[config.mk]
export PLATFORM = sky130hd
export DESIGN_NAME = http_chunked_body_decoder_unit
export DESIGN_NICKNAME = d
export VERILOG_FILES = /design/src/hcbd_pkg.sv /design/src/http_chunked_body_decoder_unit.sv /design/src/hcbd_front.sv /design/src/hcbd_queue.sv /design/src/hcbd_back.sv
export VERILOG_INCLUDE_DIRS = /design/src /design/src/src
export SDC_FILE = /design/constraint.sdc
export NUM_CORES = 1
export LEC_CHECK = 0
export CORE_UTILIZATION = 32
export DETAILED_ROUTE_END_ITERATION = 7
export DONT_BUFFER_PORTS = 1
export SETUP_SLACK_MARGIN = 0.02
export SYNTH_ARGS = -nofsm -noshare
export SYNTH_HDL_FRONTEND = slang
export SYNTH_SLANG_ARGS = --single-unit
[constraint.sdc]
create_clock -name i_clk -period 2.75 [get_ports i_clk]
set_input_delay 0 -clock i_clk [delete_from_list [all_inputs] [get_ports i_clk]]
set_output_delay 0 -clock i_clk [all_outputs]
set_load 0.02 [all_outputs]
[src/assert_macros.svh]
// shared assertion macros for the chunked body decoder
`ifndef ASSERT_MACROS_SVH
`define ASSERT_MACROS_SVH

// plain property checked on every edge outside reset
`define HCBD_ASSERT(lbl, clk, rst_n, prop, msg) \
    lbl: assert property (@(posedge clk) disable iff (!rst_n) (prop)) else $error(msg);

// next-cycle implication checked outside reset
`define HCBD_ASSERT_NEXT(lbl, clk, rst_n, ante, cons, msg) \
    lbl: assert property (@(posedge clk) disable iff (!rst_n) (ante) |=> (cons)) else $error(msg);

`endif

[src/hcbd_pkg.sv]
package hcbd_pkg;

    // body status codes
    localparam logic [1:0] ST_BUSY = 2'd0;
    localparam logic [1:0] ST_DONE = 2'd1;
    localparam logic [1:0] ST_BAD  = 2'd2;
    localparam logic [1:0] ST_BIG  = 2'd3;

    // configuration register indexes
    localparam logic [1:0] REG_MODE   = 2'd0;
    localparam logic [1:0] REG_LENGTH = 2'd1;
    localparam logic [1:0] REG_MAX    = 2'd2;

    // framing characters
    localparam logic [7:0] CHAR_CR = 8'h0D;
    localparam logic [7:0] CHAR_LF = 8'h0A;

    // chunk size accumulator width
    localparam int CHUNK_W = 64;

    // classified byte handed from front to back
    typedef struct packed {
        logic [7:0] data;
        logic       is_cr;
        logic       is_lf;
        logic       is_hex;
        logic [3:0] hex_val;
    } t_item;

endpackage

[src/http_chunked_body_decoder_unit.sv]
// channel  | handshake                  | payload
// ---------+----------------------------+--------------------------------------------------
// input    | i_in_valid / o_in_ready    | i_data_byte
// output   | o_out_valid / i_out_ready  | o_payload_valid, o_payload_byte, o_body_status
// config   | i_cfg_we (no wait)         | i_cfg_idx, i_cfg_data
//
// one byte per cycle sustained while the output side takes results; each byte enters the
//   queue, then a sequencer step loads its result into the output register, from which it leaves
// the sequencer step is the 64-bit size shift or decrement and the byte-count compare
// synchronous active-low reset; registers return to their reset values, queue empties
// input and output stall apart: the queue absorbs up to two bytes while the result waits
module http_chunked_body_decoder_unit #(
    parameter int MAX_SIZE_CHARS = 20,
    parameter int COUNT_WIDTH    = 40
) (
    input  logic                   i_clk,
    input  logic                   i_rst_n,
    // byte stream in
    input  logic                   i_in_valid,
    output logic                   o_in_ready,
    input  logic [7:0]             i_data_byte,
    // decoded results out
    output logic                   o_out_valid,
    input  logic                   i_out_ready,
    output logic                   o_payload_valid,
    output logic [7:0]             o_payload_byte,
    output logic [1:0]             o_body_status,
    // register writes
    input  logic                   i_cfg_we,
    input  logic [1:0]             i_cfg_idx,
    input  logic [COUNT_WIDTH-1:0] i_cfg_data
);
    import hcbd_pkg::*;

    // default size limit of one mebibyte
    localparam logic [COUNT_WIDTH-1:0] MAX_RESET = COUNT_WIDTH'(1048576);

    logic                   r_transfer_mode;
    logic [COUNT_WIDTH-1:0] r_content_length;
    logic [COUNT_WIDTH-1:0] r_max_body_size;

    logic  push;
    logic  q_ready;
    logic  q_valid;
    logic  q_pop;
    t_item front_item;
    t_item back_item;
    logic  len_load;

    // a content length write also reloads the remaining length
    assign len_load = i_cfg_we && (i_cfg_idx == REG_LENGTH);

    always_ff @(posedge i_clk) begin
        if (!i_rst_n) begin
            r_transfer_mode  <= 1'b0;
            r_content_length <= '0;
            r_max_body_size  <= MAX_RESET;
        end else if (i_cfg_we) begin
            case (i_cfg_idx)
                REG_MODE:   r_transfer_mode  <= i_cfg_data[0];
                REG_LENGTH: r_content_length <= i_cfg_data;
                REG_MAX:    r_max_body_size  <= i_cfg_data;
                default: begin
                    // unused index, write dropped
                end
            endcase
        end
    end

    // front: classify each byte (cr, lf, hex digit value)
    hcbd_front u_front (
        .i_in_valid  (i_in_valid),
        .i_data_byte (i_data_byte),
        .o_in_ready  (o_in_ready),
        .i_q_ready   (q_ready),
        .o_push      (push),
        .o_item      (front_item)
    );

    // short queue decoupling the two sides
    hcbd_queue u_queue (
        .i_clk   (i_clk),
        .i_rst_n (i_rst_n),
        .i_push  (push),
        .i_item  (front_item),
        .o_ready (q_ready),
        .o_valid (q_valid),
        .i_pop   (q_pop),
        .o_item  (back_item)
    );

    // back: framing sequencer, counters and the result register
    hcbd_back #(
        .MAX_SIZE_CHARS (MAX_SIZE_CHARS),
        .COUNT_WIDTH    (COUNT_WIDTH)
    ) u_back (
        .i_clk            (i_clk),
        .i_rst_n          (i_rst_n),
        .i_mode           (r_transfer_mode),
        .i_content_length (r_content_length),
        .i_max_body_size  (r_max_body_size),
        .i_len_load       (len_load),
        .i_len_value      (i_cfg_data),
        .i_q_valid        (q_valid),
        .i_item           (back_item),
        .o_q_pop          (q_pop),
        .o_out_valid      (o_out_valid),
        .i_out_ready      (i_out_ready),
        .o_payload_valid  (o_payload_valid),
        .o_payload_byte   (o_payload_byte),
        .o_body_status    (o_body_status)
    );

endmodule

[src/hcbd_front.sv]
module hcbd_front (
    input  logic           i_in_valid,
    input  logic [7:0]     i_data_byte,
    output logic           o_in_ready,
    input  logic           i_q_ready,
    output logic           o_push,
    output hcbd_pkg::t_item o_item
);
    import hcbd_pkg::*;

    logic is_digit;
    logic is_lower;
    logic is_upper;

    // hex digit ranges
    assign is_digit = (i_data_byte >= 8'h30) && (i_data_byte <= 8'h39);
    assign is_lower = (i_data_byte >= 8'h61) && (i_data_byte <= 8'h66);
    assign is_upper = (i_data_byte >= 8'h41) && (i_data_byte <= 8'h46);

    always_comb begin
        o_item.data    = i_data_byte;
        o_item.is_cr   = (i_data_byte == CHAR_CR);
        o_item.is_lf   = (i_data_byte == CHAR_LF);
        o_item.is_hex  = is_digit || is_lower || is_upper;
        // letters sit at low nibble 1..6, so add 9 to reach 10..15
        o_item.hex_val = is_digit ? i_data_byte[3:0] : (i_data_byte[3:0] + 4'd9);
    end

    assign o_in_ready = i_q_ready;
    assign o_push     = i_in_valid && i_q_ready;

endmodule

[src/hcbd_queue.sv]
module hcbd_queue (
    input  logic            i_clk,
    input  logic            i_rst_n,
    input  logic            i_push,
    input  hcbd_pkg::t_item i_item,
    output logic            o_ready,
    output logic            o_valid,
    input  logic            i_pop,
    output hcbd_pkg::t_item o_item
);
    import hcbd_pkg::*;

    t_item       r_mem [2];
    logic        r_wptr;
    logic        r_rptr;
    logic [1:0]  r_count;
    logic [1:0]  n_count;

    assign o_ready = (r_count != 2'd2);
    assign o_valid = (r_count != 2'd0);
    assign o_item  = r_mem[r_rptr];

    always_comb begin
        n_count = r_count;
        if (i_push && !(i_pop && o_valid)) begin
            n_count = r_count + 2'd1;
        end else if (!i_push && i_pop && o_valid) begin
            n_count = r_count - 2'd1;
        end
    end

    always_ff @(posedge i_clk) begin
        if (!i_rst_n) begin
            r_wptr  <= 1'b0;
            r_rptr  <= 1'b0;
            r_count <= 2'd0;
        end else begin
            r_count <= n_count;
            if (i_push) begin
                r_wptr <= ~r_wptr;
            end
            if (i_pop && o_valid) begin
                r_rptr <= ~r_rptr;
            end
        end
    end

    always_ff @(posedge i_clk) begin
        if (i_push) begin
            r_mem[r_wptr] <= i_item;
        end
    end

`include "assert_macros.svh"

    `HCBD_ASSERT(a_count_bound, i_clk, i_rst_n, r_count <= 2'd2, "queue count beyond depth")
    `HCBD_ASSERT(a_ptr_track, i_clk, i_rst_n, ((r_count == 2'd1) == (r_wptr != r_rptr)), "queue pointers disagree with count")

endmodule

[src/hcbd_back.sv]
module hcbd_back #(
    parameter int MAX_SIZE_CHARS = 20,
    parameter int COUNT_WIDTH    = 40
) (
    input  logic                   i_clk,
    input  logic                   i_rst_n,
    input  logic                   i_mode,
    input  logic [COUNT_WIDTH-1:0] i_content_length,
    input  logic [COUNT_WIDTH-1:0] i_max_body_size,
    input  logic                   i_len_load,
    input  logic [COUNT_WIDTH-1:0] i_len_value,
    input  logic                   i_q_valid,
    input  hcbd_pkg::t_item        i_item,
    output logic                   o_q_pop,
    output logic                   o_out_valid,
    input  logic                   i_out_ready,
    output logic                   o_payload_valid,
    output logic [7:0]             o_payload_byte,
    output logic [1:0]             o_body_status
);
    import hcbd_pkg::*;

    localparam int SCW = $clog2(MAX_SIZE_CHARS + 1);

    localparam logic [2:0] PH_SIZE = 3'd0;
    localparam logic [2:0] PH_LF1  = 3'd1;
    localparam logic [2:0] PH_DATA = 3'd2;
    localparam logic [2:0] PH_CR2  = 3'd3;
    localparam logic [2:0] PH_LF2  = 3'd4;

    logic [2:0]             r_phase,      n_phase;
    logic [SCW-1:0]         r_cnt,        n_cnt;
    logic [CHUNK_W-1:0]     r_chunk_left, n_chunk_left;
    logic                   r_has_digit,  n_has_digit;
    logic                   r_stopped,    n_stopped;
    logic                   r_ovf,        n_ovf;
    logic                   r_final,      n_final;
    logic [COUNT_WIDTH:0]   r_bytes,      n_bytes;
    logic [COUNT_WIDTH-1:0] r_len_left,   n_len_left;
    logic [1:0]             r_status,     n_status;
    logic                   n_pv;

    logic                   r_out_vld;
    logic                   r_o_pv;
    logic [7:0]             r_o_pb;
    logic [1:0]             r_o_st;

    assign o_q_pop         = i_q_valid && (!r_out_vld || i_out_ready);
    assign o_out_valid     = r_out_vld;
    assign o_payload_valid = r_o_pv;
    assign o_payload_byte  = r_o_pb;
    assign o_body_status   = r_o_st;

    always_comb begin
        n_phase      = r_phase;
        n_cnt        = r_cnt;
        n_chunk_left = r_chunk_left;
        n_has_digit  = r_has_digit;
        n_stopped    = r_stopped;
        n_ovf        = r_ovf;
        n_final      = r_final;
        n_bytes      = r_bytes;
        n_len_left   = r_len_left;
        n_status     = r_status;
        n_pv         = 1'b0;

        if (o_q_pop && (r_status == ST_BUSY)) begin
            if (!i_mode) begin
                if (r_bytes != '1) begin
                    n_bytes = r_bytes + 1'b1;
                end
                // count after this byte exceeds the limit
                if (r_bytes >= {1'b0, i_max_body_size}) begin
                    n_status = ST_BIG;
                end else begin
                    case (r_phase)
                        PH_SIZE: begin
                            if (i_item.is_cr) begin
                                if (!r_has_digit || r_ovf) begin
                                    n_status = ST_BAD;
                                end else begin
                                    n_final     = (r_chunk_left == '0);
                                    n_cnt       = '0;
                                    n_has_digit = 1'b0;
                                    n_stopped   = 1'b0;
                                    n_ovf       = 1'b0;
                                    n_phase     = PH_LF1;
                                end
                            end else begin
                                if (!r_stopped) begin
                                    if (!i_item.is_hex) begin
                                        n_stopped = 1'b1;
                                    end else if (r_chunk_left[CHUNK_W-1 -: 4] != 4'd0) begin
                                        n_ovf = 1'b1;
                                    end else begin
                                        n_chunk_left = {r_chunk_left[CHUNK_W-5:0],
                                                        i_item.hex_val};
                                        n_has_digit  = 1'b1;
                                    end
                                end
                                n_cnt = r_cnt + 1'b1;
                                if (n_cnt >= SCW'(MAX_SIZE_CHARS)) begin
                                    n_status = ST_BAD;
                                end
                            end
                        end
                        PH_LF1: begin
                            if (!i_item.is_lf) begin
                                n_status = ST_BAD;
                            end else begin
                                n_phase = (r_chunk_left == '0) ? PH_CR2 : PH_DATA;
                            end
                        end
                        PH_DATA: begin
                            n_pv = 1'b1;
                            if (r_chunk_left != '0) begin
                                n_chunk_left = r_chunk_left - 1'b1;
                            end
                            if (r_chunk_left <= CHUNK_W'(1)) begin
                                n_phase = PH_CR2;
                            end
                        end
                        PH_CR2: begin
                            if (!i_item.is_cr) begin
                                n_status = ST_BAD;
                            end else begin
                                n_phase = PH_LF2;
                            end
                        end
                        PH_LF2: begin
                            if (!i_item.is_lf) begin
                                n_status = ST_BAD;
                            end else if (r_final) begin
                                n_status = ST_DONE;
                            end else begin
                                n_chunk_left = '0;
                                n_phase      = PH_SIZE;
                            end
                        end
                        default: begin
                            n_status = ST_BAD;
                        end
                    endcase
                end
            end else begin
                if (i_content_length > i_max_body_size) begin
                    n_status = ST_BIG;
                end else if (r_len_left == '0) begin
                    n_status = ST_DONE;
                end else begin
                    n_pv       = 1'b1;
                    n_len_left = r_len_left - 1'b1;
                    if (r_len_left == COUNT_WIDTH'(1)) begin
                        n_status = ST_DONE;
                    end
                end
            end
        end

        if (i_len_load) begin
            n_len_left = i_len_value;
        end
    end

    always_ff @(posedge i_clk) begin
        if (!i_rst_n) begin
            r_phase      <= PH_SIZE;
            r_cnt        <= '0;
            r_chunk_left <= '0;
            r_has_digit  <= 1'b0;
            r_stopped    <= 1'b0;
            r_ovf        <= 1'b0;
            r_final      <= 1'b0;
            r_bytes      <= '0;
            r_len_left   <= '0;
            r_status     <= ST_BUSY;
            r_out_vld    <= 1'b0;
        end else begin
            r_phase      <= n_phase;
            r_cnt        <= n_cnt;
            r_chunk_left <= n_chunk_left;
            r_has_digit  <= n_has_digit;
            r_stopped    <= n_stopped;
            r_ovf        <= n_ovf;
            r_final      <= n_final;
            r_bytes      <= n_bytes;
            r_len_left   <= n_len_left;
            r_status     <= n_status;
            if (o_q_pop) begin
                r_out_vld <= 1'b1;
            end else if (i_out_ready) begin
                r_out_vld <= 1'b0;
            end
        end
    end

    // result fields, loaded with each step
    always_ff @(posedge i_clk) begin
        if (o_q_pop) begin
            r_o_pv <= n_pv;
            r_o_pb <= n_pv ? i_item.data : 8'd0;
            r_o_st <= n_status;
        end
    end

`include "assert_macros.svh"

    `HCBD_ASSERT_NEXT(a_status_sticky, i_clk, i_rst_n, r_status != ST_BUSY, r_status == $past(r_status), "final body status changed")
    `HCBD_ASSERT(a_data_status, i_clk, i_rst_n, !(r_out_vld && r_o_pv) || (r_o_st == ST_BUSY) || (r_o_st == ST_DONE), "payload byte carried with an error status")
    `HCBD_ASSERT(a_data_zero, i_clk, i_rst_n, !(r_out_vld && !r_o_pv) || (r_o_pb == 8'd0), "non-payload result carries a byte")

endmodule

# Word level (Yosys, flattened, before mapping)

Memories as Yosys holds them, arrays and structs flattened. A register that Yosys moved wholly into a read port is not among the register bits.
Index checks and enable logic that the tools add are counted.

Multiplexer cells: 65
Equality and inequality tests: 28
$lt $le $gt $ge: 10
Reduce and logical (&&, ||, !) cells: 46
Add/subtract/negate cells: 7
Bitwise gates (word level): 5

Operator list:

| kind                    | count |
|---|---|
| $mux W64                | 7 |
| $mux W40                | 5 |
| $pmux W64 S3            | 1 |
| $le A64 B1 Y1 const B   | 1 |
| $logic_not A64 Y1       | 1 |
| $reduce_bool A64 Y1     | 1 |
| $sub A64 B1 Y64 const B | 1 |
| $add A41 B1 Y41 const B | 1 |
| $ge A41 B40 Y1          | 1 |
| $ne A41 B41 Y1 const B  | 1 |
| $eq A40 B1 Y1 const B   | 1 |
| $gt A40 B40 Y1          | 1 |
| $logic_not A40 Y1       | 1 |
| $sub A40 B1 Y40 const B | 1 |
| $mux W2                 | 15 |
| $mux W1                 | 25 |
| $reduce_and A11 Y1      | 2 |
| $mux W3                 | 7 |
| $ne A2 B1 Y1 const B    | 9 |
| $ne A2 B2 Y1 const B    | 9 |
| $eq A8 B4 Y1 const B    | 2 |
| $ge A8 B7 Y1 const B    | 2 |
| $le A8 B7 Y1 const B    | 2 |
| $reduce_and A8 Y1       | 2 |
| 31 further kinds        | 62 |

Memories kept: 1
Logic and storage cells: 182
Output and inout bits: 13
Input bits: 55
Bits in writable memories: 30
Register bits: 256

Memory list:

| memory        | words | width | rd ports | clocked after Yosys merged registers in | wr ports | RTL line         | source |
|---|---|---|---|---|---|---|---|
| u_queue.r_mem | 2     | 15    | 1        | 1                                       | 1        | hcbd_queue.sv:13 | `t_item r_mem [2];` |

# Depth between registers and ports, before layout

Word-level depth: 8
Mapped depth: 13
Gate-level depth less buffers: 10

# Cells and area by module

From an unflattened synthesis, not the netlist that was laid out.

Cells, all modules: 1914
Area total of the unflattened synthesis: 16320.7 um^2

By module, submodules not included:

| module                         | cells each | instances | area each (um^2) |
|---|---|---|---|
| hcbd_back                      | 1498       | 1         | 11622.4 |
| http_chunked_body_decoder_unit | 309        | 1         | 3046.7 |
| hcbd_queue                     | 72         | 1         | 1368.8 |
| hcbd_front                     | 35         | 1         | 282.8 |

# Worst setup path before layout

OpenSTA, ideal clock, no wires.

Kind: register -> register
Start: register r_max_body_size[19]
End: register u_back.r_len_left[8]
Path slack: -0.212 ns
Data arrival time: 2.888 ns
Clock period less this slack: 2.962 ns
Stages on the path, launching flop included: 12
Cell sequence: dfxtp_1 > inv_1 > ha_1 > a41oi_1 > o21ai_0 > a221oi_1 > nand3_1 > a221oi_1 > o21ai_1 > clkbuf_1 > or4b_2 > a31oi_1

Longest elaborated chain between the ends: 3

RTL lines:

| what                               | RTL line                             | source |
|---|---|---|
| start: declaration                 | http_chunked_body_decoder_unit.sv:40 | `logic [COUNT_WIDTH-1:0] r_max_body_size;` |
| start signal: assignment           | http_chunked_body_decoder_unit.sv:62 | `REG_MAX: r_max_body_size <= i_cfg_data;` |
| $gt A40 B40 Y1                     | hcbd_back.sv:146                     | `if (i_content_length > i_max_body_size) begin` |
| $ne A2 B2 Y1 (no source line)      | -                                    |  |
| $reduce_and A4 Y1 (no source line) | -                                    |  |
| end signal: assignment             | hcbd_back.sv:187                     | `r_len_left <= n_len_left;` |
| end: declaration                   | hcbd_back.sv:39                      | `logic [COUNT_WIDTH-1:0] r_len_left, n_len_left;` |

No other way between the ends.
A chain may end at the register's enable or synchronous reset.

# Final worst setup path

Start: register r_max_body_size[17]
End: register u_back.r_len_left[4]

Same word-level chain as after synthesis.

==> metrics <==
status finished, violations left; violated checks negative setup slack; share of cells above drive strength 1 0.277; Die Y approximately 230 um; kind of critical path reg -> reg; DR vias/cell ~5.6; die area about 0.051 mm2; worst relative slew slack 0.420; Critical-path top delay cell or4_4; dpl hpwl about 33 mm; Startpoint Class register; CP max FO 30; design area between 0.02 and 0.025 mm2; P_leak ~8.2 nW; num rows between 80 and 90; Worst path depth 11; Setup crit end kind register; internal cell power ~10 mW; Via Count roughly 16,000; hold depth 4; RSZ-0062 raised after global routing yes; Post-synth EDFFs between 40 and 50; GRT Total Usage 0.194; setup ws final -0.193 ns; critical path arrival ~3.4 ns; num ports a little under 70; core region area 0.0493 mm2; final core utilization 0.458; most frequent cells in the layout nand2_1, dfxtp_1, buf_4, a21oi_1, nor2_1; Placer Congestion approximately 0.84; wire per inst approximately 18 um; Async S/R FF share, synth 0; NumNets Final around 2,300; Sink Count between 200 and 300; Synth Instances 1,970; yosys warns 0; first-pass GRT wire length a little over 80 mm; most common library cell in the layout ignoring fill and taps nand2_1; Netlist cell types 75; initial drt markers between 1,000 and 1,500; simple-gate share of the synthesized area 0.244; TritonCTS clock tree done; maximum vdd ir drop a little under 0.0005 V; Final Max Slew Viols 0; R2R cell count 11; achievable clock frequency ~340 MHz; type of the worst min-delay path in -> reg; Worst-Margin Slew ~0.87 ns; CP max stage delay around 0.54 ns; initial antenna violation count 0; vias in the first global route 15,800; Setup-failing EPs final 99; Mapped Nets approximately 2,100; clock latency at the later pin of the worst-skew pair ~0.52 ns; total global routing overflow 0; syn avg cell area between 8 and 9 um2; fill count 4,674; Initial Utilization 0.327; router iterations before antenna repair 5; drt total wl 52.6 mm; Syn Std Cell Area between 0.015 and 0.02 mm2; worst path cell trace inv_2, ha_4, a41oi_2, o21ai_2, a221oi_2, nand3_2, a221oi_4, o21ai_4, buf_12, or4_4, a31oi_4; Post-DP Area between 0.015 and 0.02 mm2; Die Wd 226 um; Worst Path Required about 3.2 ns; post-place setup slack -0.242 ns; number of port buffers 0; post-synthesis sequential area ratio 0.382; CTS root buffer clkbuf_16; placed insts between 2,000 and 3,000; CP top delay family compound AO/OA/AOI/OAI gates; XOR/XNOR Fraction of Synth Area 0.0272; largest net degree at the start of global routing ~100; Flop pwr share 0.310; combinational group share of total power 0.407; Final min period just under 3 ns; htree depth 2; #FFs+latches synth 287; clock network power share 0.283; fin cells around 2,900; synthesized-area fraction occupied by adder cells 0.0707; Final Hold Fails 0; Antenna Nets Post-Route 0; Switch Pwr ~5.7 mW; top_reg_cell synth dfxtp_1; mux share of post-synthesis cell area 0.0170; DRC violations left 0; Layout area overhead 40.1%; post-route clock period utilization 1.07; Sw Ratio 0.361; largest family of logic cells by synthesized area simple AND/OR/NAND/NOR gates; worst path bufs/invs 2; Num CTS Buffers 34; Setup Skew 0.00904 ns; Power per Cell Area 695 mW/mm2; hold slack 0.0445 ns; compound-cell area share of the yosys netlist 0.209; CTS clock-pin slew for the worst setup and hold paths 0.06 ns; max cap viols 0; CTS Buffer Depth 3
path summary, 6_finish.rpt:
kind / slack, ns / endpoint / startpoint
worst max register to register: -0.19 / u_back.r_len_left[4] / r_max_body_size[17]
worst max-delay path: -0.19 / u_back.r_len_left[4] / r_max_body_size[17]
worst min-delay path: 0.04 / r_max_body_size[19] / i_cfg_we
worst min register to register: 0.46 / r_max_body_size[7] / r_max_body_size[7]
worst register-to-register path: stages, from the launching register on:
cell	delay, ns
dfxtp_2	0.35
inv_2	0.06
ha_4	0.22
a41oi_2	0.22
o21ai_2	0.11
a221oi_2	0.30
nand3_2	0.14
a221oi_4	0.35
o21ai_4	0.17
buf_12	0.22
or4_4	0.56
a31oi_4	0.17
power groups by stage:
stage	clock network (mW)	logic, mW	registers (mW)
after global routing	4.66	6.78	4.88
final	4.43	6.38	4.85
after floorplan	0	2.62	4.86
after global placement	0	4.35	4.91
after detailed placement	0	4.39	4.92
after CTS	4.50	5.51	4.84
area by class of cell:
class,instances,area (um2),area share
flip-flops and latches,287,6190,0.275
clock inverters,7,66.3,0.00294
clock buffers,50,992,0.0440
repair buffers,319,3240,0.144
diodes,2,5.00,0.000222
multi-input cells,1484,11000,0.486
inverters,68,263,0.0117
well taps,664,831,0.0368
cell families after synthesis:
family | count (synthesis)
xor gates and xnor gates | 50
DFF | 287
muxes | 27
adders and majority gates | 91
and+or+nand+nor | 795
AOI/OAI and AO/OA | 520
buffers and inverters | 200
layer usage:
metal  track usage  share of wire
met1         0.252           0.45
met2         0.325           0.48
met3        0.0307          0.048
met4        0.0708          0.025
met5             0              0
per-stage QoR:
step | TNS (ns) | power [mW]
2_1_floorplan | -0.0223 | 7.48
3_3_place_gp | -5.56 | 9.26
3_5_place_dp | -11.44 | 9.31
4_1_cts | -1.04 | 14.8
5_1_grt | -16.73 | 16.3
6_report | -6.25 | 15.7
sequential cells by signal, summed over array words and instances (netlist names), named ones only:
register	cells
u_back.r_chunk_left	64
u_back.r_bytes	41
r_content_length	40
r_max_body_size	40
u_back.r_len_left	40
u_queue.r_mem	30
u_back.o_payload_byte	8
u_back.r_cnt	5
u_back.r_phase	3
u_back.o_body_status	2
u_back.r_status	2
u_queue.r_count	2
r_transfer_mode	1
u_back.o_out_valid	1
u_back.o_payload_valid	1
u_back.r_final	1
u_back.r_has_digit	1
u_back.r_ovf	1
u_back.r_stopped	1
u_queue.r_rptr	1
u_queue.r_wptr	1
synth_stat cells (39+ instances only):
cell type,n,area share
a21oi_1,183,0.057
a31oi_1,40,0.016
clkbuf_1,106,0.025
dfxtp_1,246,0.31
edfxtp_1,41,0.076
ha_1,91,0.071
inv_1,68,0.016
nand2_1,264,0.062
nand3_1,84,0.026
nor2_1,158,0.037
nor3_1,59,0.018
o21ai_0,73,0.023
o31ai_1,73,0.034
or4_1,39,0.018
what timing repair did:
action	4_1_cts	5_1_grt
endpoints found under the hold margin	234	0
buffers inserted	22	25
gates cloned	10	6
endpoints found under the setup margin	128	133
pin swaps	62	97
hold buffers	59	0
resized for setup	199	192
Note: power is estimated with default switching activity, not from simulation.
